==> config.mk <==
export PLATFORM = sky130hd
export DESIGN_NAME = sample_trace_column_mapper
export DESIGN_NICKNAME = d
export VERILOG_FILES = /design/src/rtl/stcm_pkg.sv /design/src/rtl/stcm_divider.sv /design/src/rtl/sample_trace_column_mapper.sv
export SDC_FILE = /design/constraint.sdc
export NUM_CORES = 2
export LEC_CHECK = 0
export ABC_AREA = 1
export BUFFER_PORTS_ARGS = -buffer_cell sky130_fd_sc_hd__buf_2
export CAP_MARGIN = 20
export CORE_MARGIN = 5
export CORE_UTILIZATION = 60
export CTS_CLUSTER_SIZE = 12
export DETAILED_ROUTE_END_ITERATION = 12
export GPL_ROUTABILITY_DRIVEN = 0
export PLACE_DENSITY = 0.88
export SYNTH_ARGS = -nofsm -noshare
export SYNTH_HDL_FRONTEND = slang
export SYNTH_SLANG_ARGS = --single-unit
export TNS_END_PERCENT = 20
==> constraint.sdc <==
create_clock -name clock -period 15.86 [get_ports clock]
set_input_delay 1.586 -clock clock [delete_from_list [all_inputs] [get_ports clock]]
set_output_delay 1.586 -clock clock [all_outputs]
set_load 0.01 [all_outputs]
==> src/rtl/stcm_pkg.sv <==
// stcm_pkg: shared widths, register indexes and drawing codes of the sample trace column mapper
// no dependencies; imported by stcm_divider and sample_trace_column_mapper

package stcm_pkg;

   localparam int MAX_SCALE  = 64;
   localparam int COORD_BITS = 10;

   localparam int SAMPLE_W = 16;
   localparam int GAIN_W   = 24;
   localparam int XPOS_W   = COORD_BITS + 1;
   localparam int SUM_W    = 23;
   localparam int GROUP_W  = 7;
   localparam int CNT_W    = $clog2(SUM_W + 1);
   localparam int SCALE_W  = 8;
   localparam int MODE_W   = 2;

   localparam int CSR_INDEX_W = 3;
   localparam int CSR_DATA_W  = 24;
   localparam int RSP_DATA_W  = 40;

   // register indexes on the csr channel
   localparam logic [CSR_INDEX_W-1:0] REG_X_SCALE     = 3'd0;
   localparam logic [CSR_INDEX_W-1:0] REG_Y_GAIN      = 3'd1;
   localparam logic [CSR_INDEX_W-1:0] REG_Y_OFFSET    = 3'd2;
   localparam logic [CSR_INDEX_W-1:0] REG_PLOT_WIDTH  = 3'd3;
   localparam logic [CSR_INDEX_W-1:0] REG_PLOT_HEIGHT = 3'd4;
   localparam logic [CSR_INDEX_W-1:0] REG_BASE_X      = 3'd5;
   localparam logic [CSR_INDEX_W-1:0] REG_BASE_Y      = 3'd6;
   localparam logic [CSR_INDEX_W-1:0] REG_DRAW_MODE   = 3'd7;

   // draw modes and result kinds share the same codes
   localparam logic [MODE_W-1:0] KIND_PIXEL  = 2'd0;
   localparam logic [MODE_W-1:0] KIND_LINE   = 2'd1;
   localparam logic [MODE_W-1:0] KIND_AREA   = 2'd2;
   localparam logic [MODE_W-1:0] KIND_UNUSED = 2'd3;

   // handshake between the sequencer and the divider
   typedef struct packed {
      logic                    start;
      logic signed [SUM_W-1:0] dividend;
      logic [GROUP_W-1:0]      divisor;
   } div_req_type;

   typedef struct packed {
      logic                    done;
      logic signed [SUM_W-1:0] quotient;
   } div_rsp_type;

endpackage

==> src/rtl/stcm_divider.sv <==
// stcm_divider: restoring signed divider, one quotient bit per cycle, truncates toward zero
// depends on stcm_pkg

module stcm_divider import stcm_pkg::*; (
   input  logic        clock,
   input  logic        reset,
   input  div_req_type div_req,
   output div_rsp_type div_rsp
);

   logic                busy_ff, busy_in;
   logic                done_ff, done_in;
   logic [CNT_W-1:0]    cnt_ff, cnt_in;
   logic [SUM_W-1:0]    quo_ff, quo_in;
   logic [GROUP_W-1:0]  rem_ff, rem_in;
   logic [GROUP_W-1:0]  dsr_ff, dsr_in;
   logic                neg_ff, neg_in;

   logic [GROUP_W:0]    shifted;
   logic [GROUP_W:0]    diff;
   logic                fits;

   assign shifted = {rem_ff, quo_ff[SUM_W-1]};
   assign fits    = shifted >= {1'b0, dsr_ff};
   assign diff    = shifted - {1'b0, dsr_ff};

   always_comb begin
      busy_in = busy_ff;
      done_in = 1'b0;
      cnt_in  = cnt_ff;
      quo_in  = quo_ff;
      rem_in  = rem_ff;
      dsr_in  = dsr_ff;
      neg_in  = neg_ff;
      if (div_req.start) begin
         busy_in = 1'b1;
         cnt_in  = CNT_W'(SUM_W);
         rem_in  = '0;
         dsr_in  = div_req.divisor;
         neg_in  = div_req.dividend[SUM_W-1];
         quo_in  = div_req.dividend[SUM_W-1] ? SUM_W'(-div_req.dividend)
                                             : SUM_W'(div_req.dividend);
      end else if (busy_ff) begin
         rem_in = fits ? diff[GROUP_W-1:0] : shifted[GROUP_W-1:0];
         quo_in = {quo_ff[SUM_W-2:0], fits};
         cnt_in = cnt_ff - 1'b1;
         if (cnt_ff == CNT_W'(1)) begin
            busy_in = 1'b0;
            done_in = 1'b1;
         end
      end
   end

   always_ff @(posedge clock) begin
      if (reset) begin
         busy_ff <= 1'b0;
         done_ff <= 1'b0;
         cnt_ff  <= '0;
      end else begin
         busy_ff <= busy_in;
         done_ff <= done_in;
         cnt_ff  <= cnt_in;
      end
   end

   always_ff @(posedge clock) begin
      quo_ff <= quo_in;
      rem_ff <= rem_in;
      dsr_ff <= dsr_in;
      neg_ff <= neg_in;
   end

   assign div_rsp.done     = done_ff;
   assign div_rsp.quotient = neg_ff ? $signed(-quo_ff) : $signed(quo_ff);

endmodule

==> src/rtl/sample_trace_column_mapper.sv <==
// sample_trace_column_mapper: maps raw samples onto chart trace columns (pixel, line or area)
// depends on stcm_pkg and stcm_divider
//
//  channel  direction  handshake            payload
//  req      in         req_tvalid/tready    tdata[15:0] sample, tlast last_sample
//  rsp      out        rsp_tvalid/tready    tdata x_pos,y_from,y_to,clipped,trace_clipped;
//                                           tuser kind, tlast run_last
//  csr      in         csr_valid/ready      csr_index register, csr_data value
//
//  one sample at a time: accept, decode, multiply, scale/clip, then one column per cycle while
//  the rsp channel is not stalled; an averaging sample that leaves its group open goes from
//  decode straight to finish and emits no column, and one that closes its group first waits
//  in the divide state for the bit-serial divider
//  reset is synchronous, active high; it restores register defaults and clears the trace
//  a stalled rsp channel holds the column sequencer; req_tready is low until the sample is done

module sample_trace_column_mapper import stcm_pkg::*; (
   input  logic                      clock,
   input  logic                      reset,
   // input samples
   input  logic                      req_tvalid,
   output logic                      req_tready,
   input  logic [SAMPLE_W-1:0]       req_tdata,   // [15:0] sample
   input  logic                      req_tlast,   // last_sample
   // drawing results
   output logic                      rsp_tvalid,
   input  logic                      rsp_tready,
   output logic [RSP_DATA_W-1:0]     rsp_tdata,   // x_pos, y_from, y_to, clipped, trace_clipped
   output logic [MODE_W-1:0]         rsp_tuser,   // kind
   output logic                      rsp_tlast,   // run_last
   // register writes
   input  logic                      csr_valid,
   output logic                      csr_ready,
   input  logic [CSR_INDEX_W-1:0]    csr_index,
   input  logic [CSR_DATA_W-1:0]     csr_data
);

   // sequencer states
   localparam logic [2:0] S_IDLE   = 3'd0;
   localparam logic [2:0] S_DECODE = 3'd1;
   localparam logic [2:0] S_DIV    = 3'd2;
   localparam logic [2:0] S_MUL    = 3'd3;
   localparam logic [2:0] S_SCALE  = 3'd4;
   localparam logic [2:0] S_EMIT   = 3'd5;
   localparam logic [2:0] S_FINISH = 3'd6;

   localparam int PROD_W = GAIN_W + SAMPLE_W + 2;

   // screen y of a height above the bottom line, saturating at the top of the screen
   function automatic logic [COORD_BITS-1:0] screen_y(input logic [COORD_BITS-1:0] by,
                                                      input logic [COORD_BITS-1:0] h);
      screen_y = (h > by) ? '0 : by - h;
   endfunction

   // configuration registers
   logic signed [SCALE_W-1:0]  x_scale_ff, x_scale_in;
   logic [GAIN_W-1:0]          y_gain_ff, y_gain_in;
   logic signed [SAMPLE_W-1:0] y_offset_ff, y_offset_in;
   logic [COORD_BITS-1:0]      plot_width_ff, plot_width_in;
   logic [COORD_BITS-1:0]      plot_height_ff, plot_height_in;
   logic [COORD_BITS-1:0]      base_x_ff, base_x_in;
   logic [COORD_BITS-1:0]      base_y_ff, base_y_in;
   logic [MODE_W-1:0]          draw_mode_ff, draw_mode_in;

   // trace state
   logic [XPOS_W-1:0]          col_ff, col_in;
   logic signed [SUM_W-1:0]    sum_ff, sum_in;
   logic [GROUP_W-1:0]         grp_ff, grp_in;
   logic [COORD_BITS-1:0]      prev_ff, prev_in;
   logic                       first_ff, first_in;
   logic                       sticky_ff, sticky_in;

   // per-sample work registers
   logic [2:0]                 state_ff, state_in;
   logic signed [SAMPLE_W-1:0] smp_ff, smp_in;
   logic                       last_ff, last_in;
   logic signed [SAMPLE_W-1:0] val_ff, val_in;
   logic [GROUP_W-1:0]         rep_ff, rep_in;
   logic signed [PROD_W-1:0]   prod_ff, prod_in;
   logic [COORD_BITS-1:0]      h_ff, h_in;
   logic                       hclip_ff, hclip_in;

   // output register
   logic                       rsp_valid_ff, rsp_valid_in;
   logic [RSP_DATA_W-1:0]      rsp_data_ff, rsp_data_in;
   logic [MODE_W-1:0]          rsp_kind_ff, rsp_kind_in;
   logic                       rsp_last_ff, rsp_last_in;

   div_req_type                div_req;
   div_rsp_type                div_rsp;

   // scale decode
   logic [SCALE_W-1:0]         scale_mag;
   logic [GROUP_W-1:0]         scale_n;
   logic                       scale_single;
   logic                       scale_avg;

   // averaging
   logic signed [SUM_W-1:0]    sum_new;
   logic [GROUP_W-1:0]         grp_new;

   // gain stage
   logic signed [SAMPLE_W:0]   diff;
   logic [COORD_BITS-1:0]      top;
   logic [PROD_W-17:0]         q_hi;

   // column emission
   logic                       out_free;
   logic [MODE_W-1:0]          kind;
   logic [XPOS_W-1:0]          x_col;
   logic [XPOS_W-1:0]          x_pos;
   logic [COORD_BITS-1:0]      y_to;
   logic [COORD_BITS-1:0]      y_from;
   logic                       sticky_new;
   logic [XPOS_W-1:0]          col_next;
   logic                       col_fits;
   logic                       col_final;

   assign csr_ready  = 1'b1;
   assign req_tready = (state_ff == S_IDLE);

   assign scale_mag    = x_scale_ff[SCALE_W-1] ? SCALE_W'(-x_scale_ff) : SCALE_W'(x_scale_ff);
   assign scale_n      = (scale_mag > SCALE_W'(MAX_SCALE)) ? GROUP_W'(MAX_SCALE)
                                                           : scale_mag[GROUP_W-1:0];
   assign scale_single = (x_scale_ff == SCALE_W'(0)) || (x_scale_ff == SCALE_W'(1));
   assign scale_avg    = x_scale_ff[SCALE_W-1];

   assign sum_new = sum_ff + SUM_W'(smp_ff);
   assign grp_new = grp_ff + 1'b1;

   // divider request: only when an averaging group closes
   assign div_req.start    = (state_ff == S_DECODE) && scale_avg && (grp_new >= scale_n);
   assign div_req.dividend = sum_new;
   assign div_req.divisor  = grp_new;

   stcm_divider u_divider (
      .clock   (clock),
      .reset   (reset),
      .div_req (div_req),
      .div_rsp (div_rsp)
   );

   assign diff = (SAMPLE_W+1)'(val_ff) - (SAMPLE_W+1)'(y_offset_ff);
   assign top  = (plot_height_ff == '0) ? '0 : plot_height_ff - 1'b1;
   assign q_hi = prod_ff[PROD_W-1:16];

   // column payload
   assign out_free   = !rsp_valid_ff || rsp_tready;
   assign kind       = (first_ff || draw_mode_ff == KIND_UNUSED) ? KIND_PIXEL : draw_mode_ff;
   assign x_col      = XPOS_W'(base_x_ff) + col_ff;
   assign x_pos      = (kind == KIND_LINE) ? x_col - 1'b1 : x_col;
   assign y_to       = screen_y(base_y_ff, h_ff);
   assign sticky_new = sticky_ff | hclip_ff;
   assign col_next   = col_ff + 1'b1;
   assign col_fits   = col_ff < XPOS_W'(plot_width_ff);
   assign col_final  = (rep_ff == GROUP_W'(1)) || (col_next >= XPOS_W'(plot_width_ff));

   always_comb begin
      unique case (kind)
         KIND_LINE: y_from = screen_y(base_y_ff, prev_ff);
         KIND_AREA: y_from = base_y_ff;
         default:   y_from = y_to;
      endcase
   end

   always_comb begin
      x_scale_in     = x_scale_ff;
      y_gain_in      = y_gain_ff;
      y_offset_in    = y_offset_ff;
      plot_width_in  = plot_width_ff;
      plot_height_in = plot_height_ff;
      base_x_in      = base_x_ff;
      base_y_in      = base_y_ff;
      draw_mode_in   = draw_mode_ff;

      col_in    = col_ff;
      sum_in    = sum_ff;
      grp_in    = grp_ff;
      prev_in   = prev_ff;
      first_in  = first_ff;
      sticky_in = sticky_ff;

      state_in  = state_ff;
      smp_in    = smp_ff;
      last_in   = last_ff;
      val_in    = val_ff;
      rep_in    = rep_ff;
      prod_in   = prod_ff;
      h_in      = h_ff;
      hclip_in  = hclip_ff;

      rsp_valid_in = rsp_valid_ff && !rsp_tready;
      rsp_data_in  = rsp_data_ff;
      rsp_kind_in  = rsp_kind_ff;
      rsp_last_in  = rsp_last_ff;

      // register writes
      if (csr_valid) begin
         unique case (csr_index)
            REG_X_SCALE:     x_scale_in     = csr_data[SCALE_W-1:0];
            REG_Y_GAIN:      y_gain_in      = csr_data[GAIN_W-1:0];
            REG_Y_OFFSET:    y_offset_in    = csr_data[SAMPLE_W-1:0];
            REG_PLOT_WIDTH:  plot_width_in  = csr_data[COORD_BITS-1:0];
            REG_PLOT_HEIGHT: plot_height_in = csr_data[COORD_BITS-1:0];
            REG_BASE_X:      base_x_in      = csr_data[COORD_BITS-1:0];
            REG_BASE_Y:      base_y_in      = csr_data[COORD_BITS-1:0];
            REG_DRAW_MODE:   draw_mode_in   = csr_data[MODE_W-1:0];
            default:         ;
         endcase
      end

      unique case (state_ff)
         S_IDLE: begin
            if (req_tvalid) begin
               smp_in   = req_tdata;
               last_in  = req_tlast;
               state_in = S_DECODE;
            end
         end
         S_DECODE: begin
            if (scale_single) begin
               val_in   = smp_ff;
               rep_in   = GROUP_W'(1);
               state_in = S_MUL;
            end else if (scale_avg) begin
               if (div_req.start) begin
                  sum_in   = '0;
                  grp_in   = '0;
                  rep_in   = GROUP_W'(1);
                  state_in = S_DIV;
               end else begin
                  sum_in   = sum_new;
                  grp_in   = grp_new;
                  state_in = S_FINISH;
               end
            end else begin
               val_in   = smp_ff;
               rep_in   = scale_n;
               state_in = S_MUL;
            end
         end
         S_DIV: begin
            if (div_rsp.done) begin
               val_in   = div_rsp.quotient[SAMPLE_W-1:0];
               state_in = S_MUL;
            end
         end
         S_MUL: begin
            // unsigned gain times signed difference, both sign-extended to the product width
            prod_in  = $signed({1'b0, y_gain_ff}) * diff;
            state_in = S_SCALE;
         end
         S_SCALE: begin
            // truncate toward zero, then clip to 0 .. top
            if (prod_ff[PROD_W-1]) begin
               h_in     = '0;
               hclip_in = !((&q_hi) && (|prod_ff[15:0]));
            end else if (q_hi > (PROD_W-16)'(top)) begin
               h_in     = top;
               hclip_in = 1'b1;
            end else begin
               h_in     = q_hi[COORD_BITS-1:0];
               hclip_in = 1'b0;
            end
            state_in = S_EMIT;
         end
         S_EMIT: begin
            if (!col_fits) begin
               state_in = S_FINISH;
            end else if (out_free) begin
               rsp_valid_in = 1'b1;
               rsp_data_in  = {7'd0, sticky_new, hclip_ff, y_to, y_from, x_pos};
               rsp_kind_in  = kind;
               rsp_last_in  = col_final;
               sticky_in    = sticky_new;
               first_in     = 1'b0;
               prev_in      = h_ff;
               col_in       = col_next;
               rep_in       = rep_ff - 1'b1;
               if (col_final) begin
                  state_in = S_FINISH;
               end
            end
         end
         S_FINISH: begin
            if (last_ff) begin
               col_in    = '0;
               sum_in    = '0;
               grp_in    = '0;
               prev_in   = '0;
               first_in  = 1'b1;
               sticky_in = 1'b0;
            end
            state_in = S_IDLE;
         end
         default: state_in = S_IDLE;
      endcase
   end

   always_ff @(posedge clock) begin
      if (reset) begin
         x_scale_ff     <= SCALE_W'(1);
         y_gain_ff      <= GAIN_W'(65536);
         y_offset_ff    <= '0;
         plot_width_ff  <= COORD_BITS'(320);
         plot_height_ff <= COORD_BITS'(240);
         base_x_ff      <= '0;
         base_y_ff      <= COORD_BITS'(239);
         draw_mode_ff   <= KIND_PIXEL;
         col_ff         <= '0;
         sum_ff         <= '0;
         grp_ff         <= '0;
         prev_ff        <= '0;
         first_ff       <= 1'b1;
         sticky_ff      <= 1'b0;
         state_ff       <= S_IDLE;
         rsp_valid_ff   <= 1'b0;
      end else begin
         x_scale_ff     <= x_scale_in;
         y_gain_ff      <= y_gain_in;
         y_offset_ff    <= y_offset_in;
         plot_width_ff  <= plot_width_in;
         plot_height_ff <= plot_height_in;
         base_x_ff      <= base_x_in;
         base_y_ff      <= base_y_in;
         draw_mode_ff   <= draw_mode_in;
         col_ff         <= col_in;
         sum_ff         <= sum_in;
         grp_ff         <= grp_in;
         prev_ff        <= prev_in;
         first_ff       <= first_in;
         sticky_ff      <= sticky_in;
         state_ff       <= state_in;
         rsp_valid_ff   <= rsp_valid_in;
      end
   end

   // payload registers, no reset
   always_ff @(posedge clock) begin
      smp_ff      <= smp_in;
      last_ff     <= last_in;
      val_ff      <= val_in;
      rep_ff      <= rep_in;
      prod_ff     <= prod_in;
      h_ff        <= h_in;
      hclip_ff    <= hclip_in;
      rsp_data_ff <= rsp_data_in;
      rsp_kind_ff <= rsp_kind_in;
      rsp_last_ff <= rsp_last_in;
   end

   assign rsp_tvalid = rsp_valid_ff;
   assign rsp_tdata  = rsp_data_ff;
   assign rsp_tuser  = rsp_kind_ff;
   assign rsp_tlast  = rsp_last_ff;

endmodule
==> impl_metrics.tcl <==
set metrics [dict create \
    drt_iter0_drc 3014 \
    grt_pass1_wl_microns 137000 \
    vias_per_cell 5.81 \
    finalSetupTns_ps 0 \
    clk_latency_ps 540 \
    min_period_ps 8340 \
    wl_microns 84400 \
    layout_commonest_cell "nand2_1" \
    fp.dieArea_sq_um 58200 \
    place_area_sq_um 33000 \
    hold_end "u_divider.rem_ff[6]$_SDFFE_PP0P_" \
    critical_path_required_ps 16150 \
    grt_max_degree 94 \
    synth_area_leaders "fa_1, edfxtp_1, ha_1, dfxtp_1, nand2_1" \
    max_slew_margin_pct 26.2 \
    htreeDepth 2 \
    start_kind "register" \
    drv_slew 0 \
    status "completed" \
    slowest_stage "inv_1" \
    synthesis.instances 4056 \
    nFillCells 4116 \
    worst_pin_slew_ps 1100 \
    rsz0062_at_grt "false" \
    cts.clk_slew.worst_paths_ps 60 \
    synth_warnings 0 \
    drc 0 \
    drv_cap 0 \
    cts_buffers 36 \
    ant_nets 0 \
    first_global_vias 27400 \
    critical_path_class "register to register" \
    whs_path_depth 2 \
    clkSinkCount 321 \
    first_pass_iters 10 \
    num_io_pins 95 \
    dp_slack_ps 7730 \
    hold_buffers 0 \
    post-route-cell-area_sq_um 34200 \
    timing.final.ws_setup_ps 7520 \
    root_buffer "clkbuf_16" \
    antenna_found_initial 3 \
    ctsResizeCount 0 \
    cts_tree "done" \
    syn_area_sq_um 32100 \
    r2r-end "prod_ff[28]$_DFFE_PP_" \
    yosysUniqueCellTypes 52 \
    die_h_microns 241 \
    final_cell_mix "nand2_1, inv_1, nor2_1" \
    worst-r2r-setup-slack_ps 7520 \
    fin_skew_ps 18.2 \
    yosysTopAreaCell "fa_1" \
    area_growth_pct 6.64 \
    post_cts_buffers 0 \
    synth_top_area_share_pct 20.9 \
    cpPeakStageDelay_ps 780 \
    core_region_area_sq_um 52800 \
    setup_viol 0 \
    arrival_ps 8630 \
    wire_per_inst_microns 17.6 \
    initial_core_util_pct 60.9 \
    fmax_ghz 0.120 \
    rows 84 \
    place.port_buffers 86 \
    ys_ff_latch 321 \
    clockBufferDepth 3 \
    hold_viol_final 0 \
    avgSynthCellArea_sq_um 7.92 \
    grt-ovfl-total 0 \
    synth_top_flop_cell "dfxtp_1" \
    final_layout_size_suffix_gt1_share_pct 5.74 \
    fin_util_pct 64.9 \
    hpwlAfterDp_microns 65800 \
    end_kind "register" \
    hold_path_class "register to register" \
    hp-start "u_divider.rem_ff[6]$_SDFFE_PP0P_" \
    r2r_start "val_ff[0]$_DFFE_PP_" \
    die_w_microns 241 \
    yosysSeqAreaShare_pct 25.0 \
    synth-async-reset-ratio_pct 0 \
    synth-edff-count 160 \
    track_usage_pct 28.9 \
    fin_nets 4736 \
    r2r_cells 30 \
    fin_crit_sh_pct 52.6 \
    via_count 27900 \
    crit_path_max_fanout 22 \
]
## logic make-up after synthesis
logic type | count (synthesis) | synth area share, %
DFF | 321 | 25.0
and+or+nand+nor | 1572 | 20.4
other | 2 | 0.0234
AOI/OAI and AO/OA | 550 | 9.26
xor gates and xnor gates | 123 | 3.36
buffers and inverters | 885 | 10.6
adders and majority gates | 603 | 31.3
## routing by layer
metal	part of all wire, %	track usage [%]	up-vias
li1	-	-	12800
met1	38	37.9	13100
met2	45	45.8	1657
met3	12	7.96	324
met4	4.6	11.6	2
met5	0.018	0	-
## worst max-delay path: cells and delay by family, from the launching register on
| kind | cells | cell delay [ps] |
|---|---|---|
| xor+xnor | 1 | 160 |
| fa+ha+maj | 9 | 4160 |
| flops | 1 | 320 |
| buf+inv | 7 | 1100 |
| compound gates | 6 | 1230 |
| simple gates | 7 | 1120 |
## sequential cells by signal, indices dropped and copies added (netlist names), 10 cells and up
name	cells
base_y_ff	10
u_divider.quo_ff	23
sum_ff	23
col_ff	11
plot_width_ff	10
h_ff	10
y_gain_ff	24
base_x_ff	10
prev_ff	10
y_offset_ff	16
plot_height_ff	10
prod_ff	42
smp_ff	16
rsp_tdata	33
val_ff	16
## metrics by stage
step                      hold slack, ps  std cells
after floorplan                      417       4062
after global placement               447       4730
after detailed placement             458       4730
after CTS                            465       4793
after global routing                 485       4799
final                                462       4799
## worst max-delay path by stage
| stage | endpoint | from | slack, ps | cells past startpoint |
|---|---|---|---|---|
| finish | prod_ff[28]$_DFFE_PP_ | val_ff[0]$_DFFE_PP_ | 7520 | 30 |
| global route | prod_ff[35]$_DFFE_PP_ | val_ff[0]$_DFFE_PP_ | 7090 | 34 |
| CTS | prod_ff[35]$_DFFE_PP_ | val_ff[0]$_DFFE_PP_ | 7710 | 34 |
| detailed placement | prod_ff[35]$_DFFE_PP_ | val_ff[0]$_DFFE_PP_ | 7730 | 34 |
| global placement | prod_ff[33]$_DFFE_PP_ | val_ff[0]$_DFFE_PP_ | 7890 | 34 |
| floorplan | prod_ff[28]$_DFFE_PP_ | val_ff[0]$_DFFE_PP_ | 8610 | 36 |
## synth_stat cells, types with 3 or more instances
| library cell | n |
|---|---|
| nand2_1 | 839 |
| inv_1 | 749 |
| nor2_1 | 404 |
| fa_1 | 335 |
| ha_1 | 268 |
| a21oi_1 | 255 |
| o21ai_0 | 199 |
| dfxtp_1 | 161 |
| edfxtp_1 | 160 |
| nand3_1 | 153 |
| clkbuf_1 | 84 |
| xor2_1 | 82 |
| xnor2_1 | 41 |
| nand4_1 | 37 |
| nor3_1 | 34 |
| nand2_2 | 27 |
| or2_2 | 22 |
| buf_2 | 21 |
| nor4_1 | 17 |
| a221oi_1 | 13 |
| a31oi_1 | 13 |
| buf_4 | 11 |
| nand3b_1 | 11 |
| o211ai_1 | 11 |
| o21ai_1 | 10 |
| o21bai_1 | 10 |
| a21o_1 | 9 |
| clkinv_1 | 9 |
| inv_2 | 9 |
| nor2_2 | 7 |
| o22ai_1 | 7 |
| o31ai_1 | 6 |
| nand3_2 | 5 |
| o2111ai_1 | 5 |
| and3_1 | 4 |
| nor2_4 | 4 |
| and2_1 | 3 |
| o21a_1 | 3 |
## area by class of cell
| cell class | instances | area, sq um | share of cell area (%) |
|---|---|---|---|
| timing repair buffer | 102 | 611 | 1.78 |
| inverter | 767 | 2880 | 8.41 |
| clock buffer | 53 | 1040 | 3.03 |
| tap | 688 | 861 | 2.51 |
| clock inverter | 10 | 116 | 0.340 |
| multi-input combinational | 2856 | 20700 | 60.5 |
| antenna | 2 | 5.00 | 0.0146 |
| sequential | 321 | 8030 | 23.4 |
Power is not shown: default switching activity piles up to over one toggle a cycle in this logic, so the estimate is an artifact.
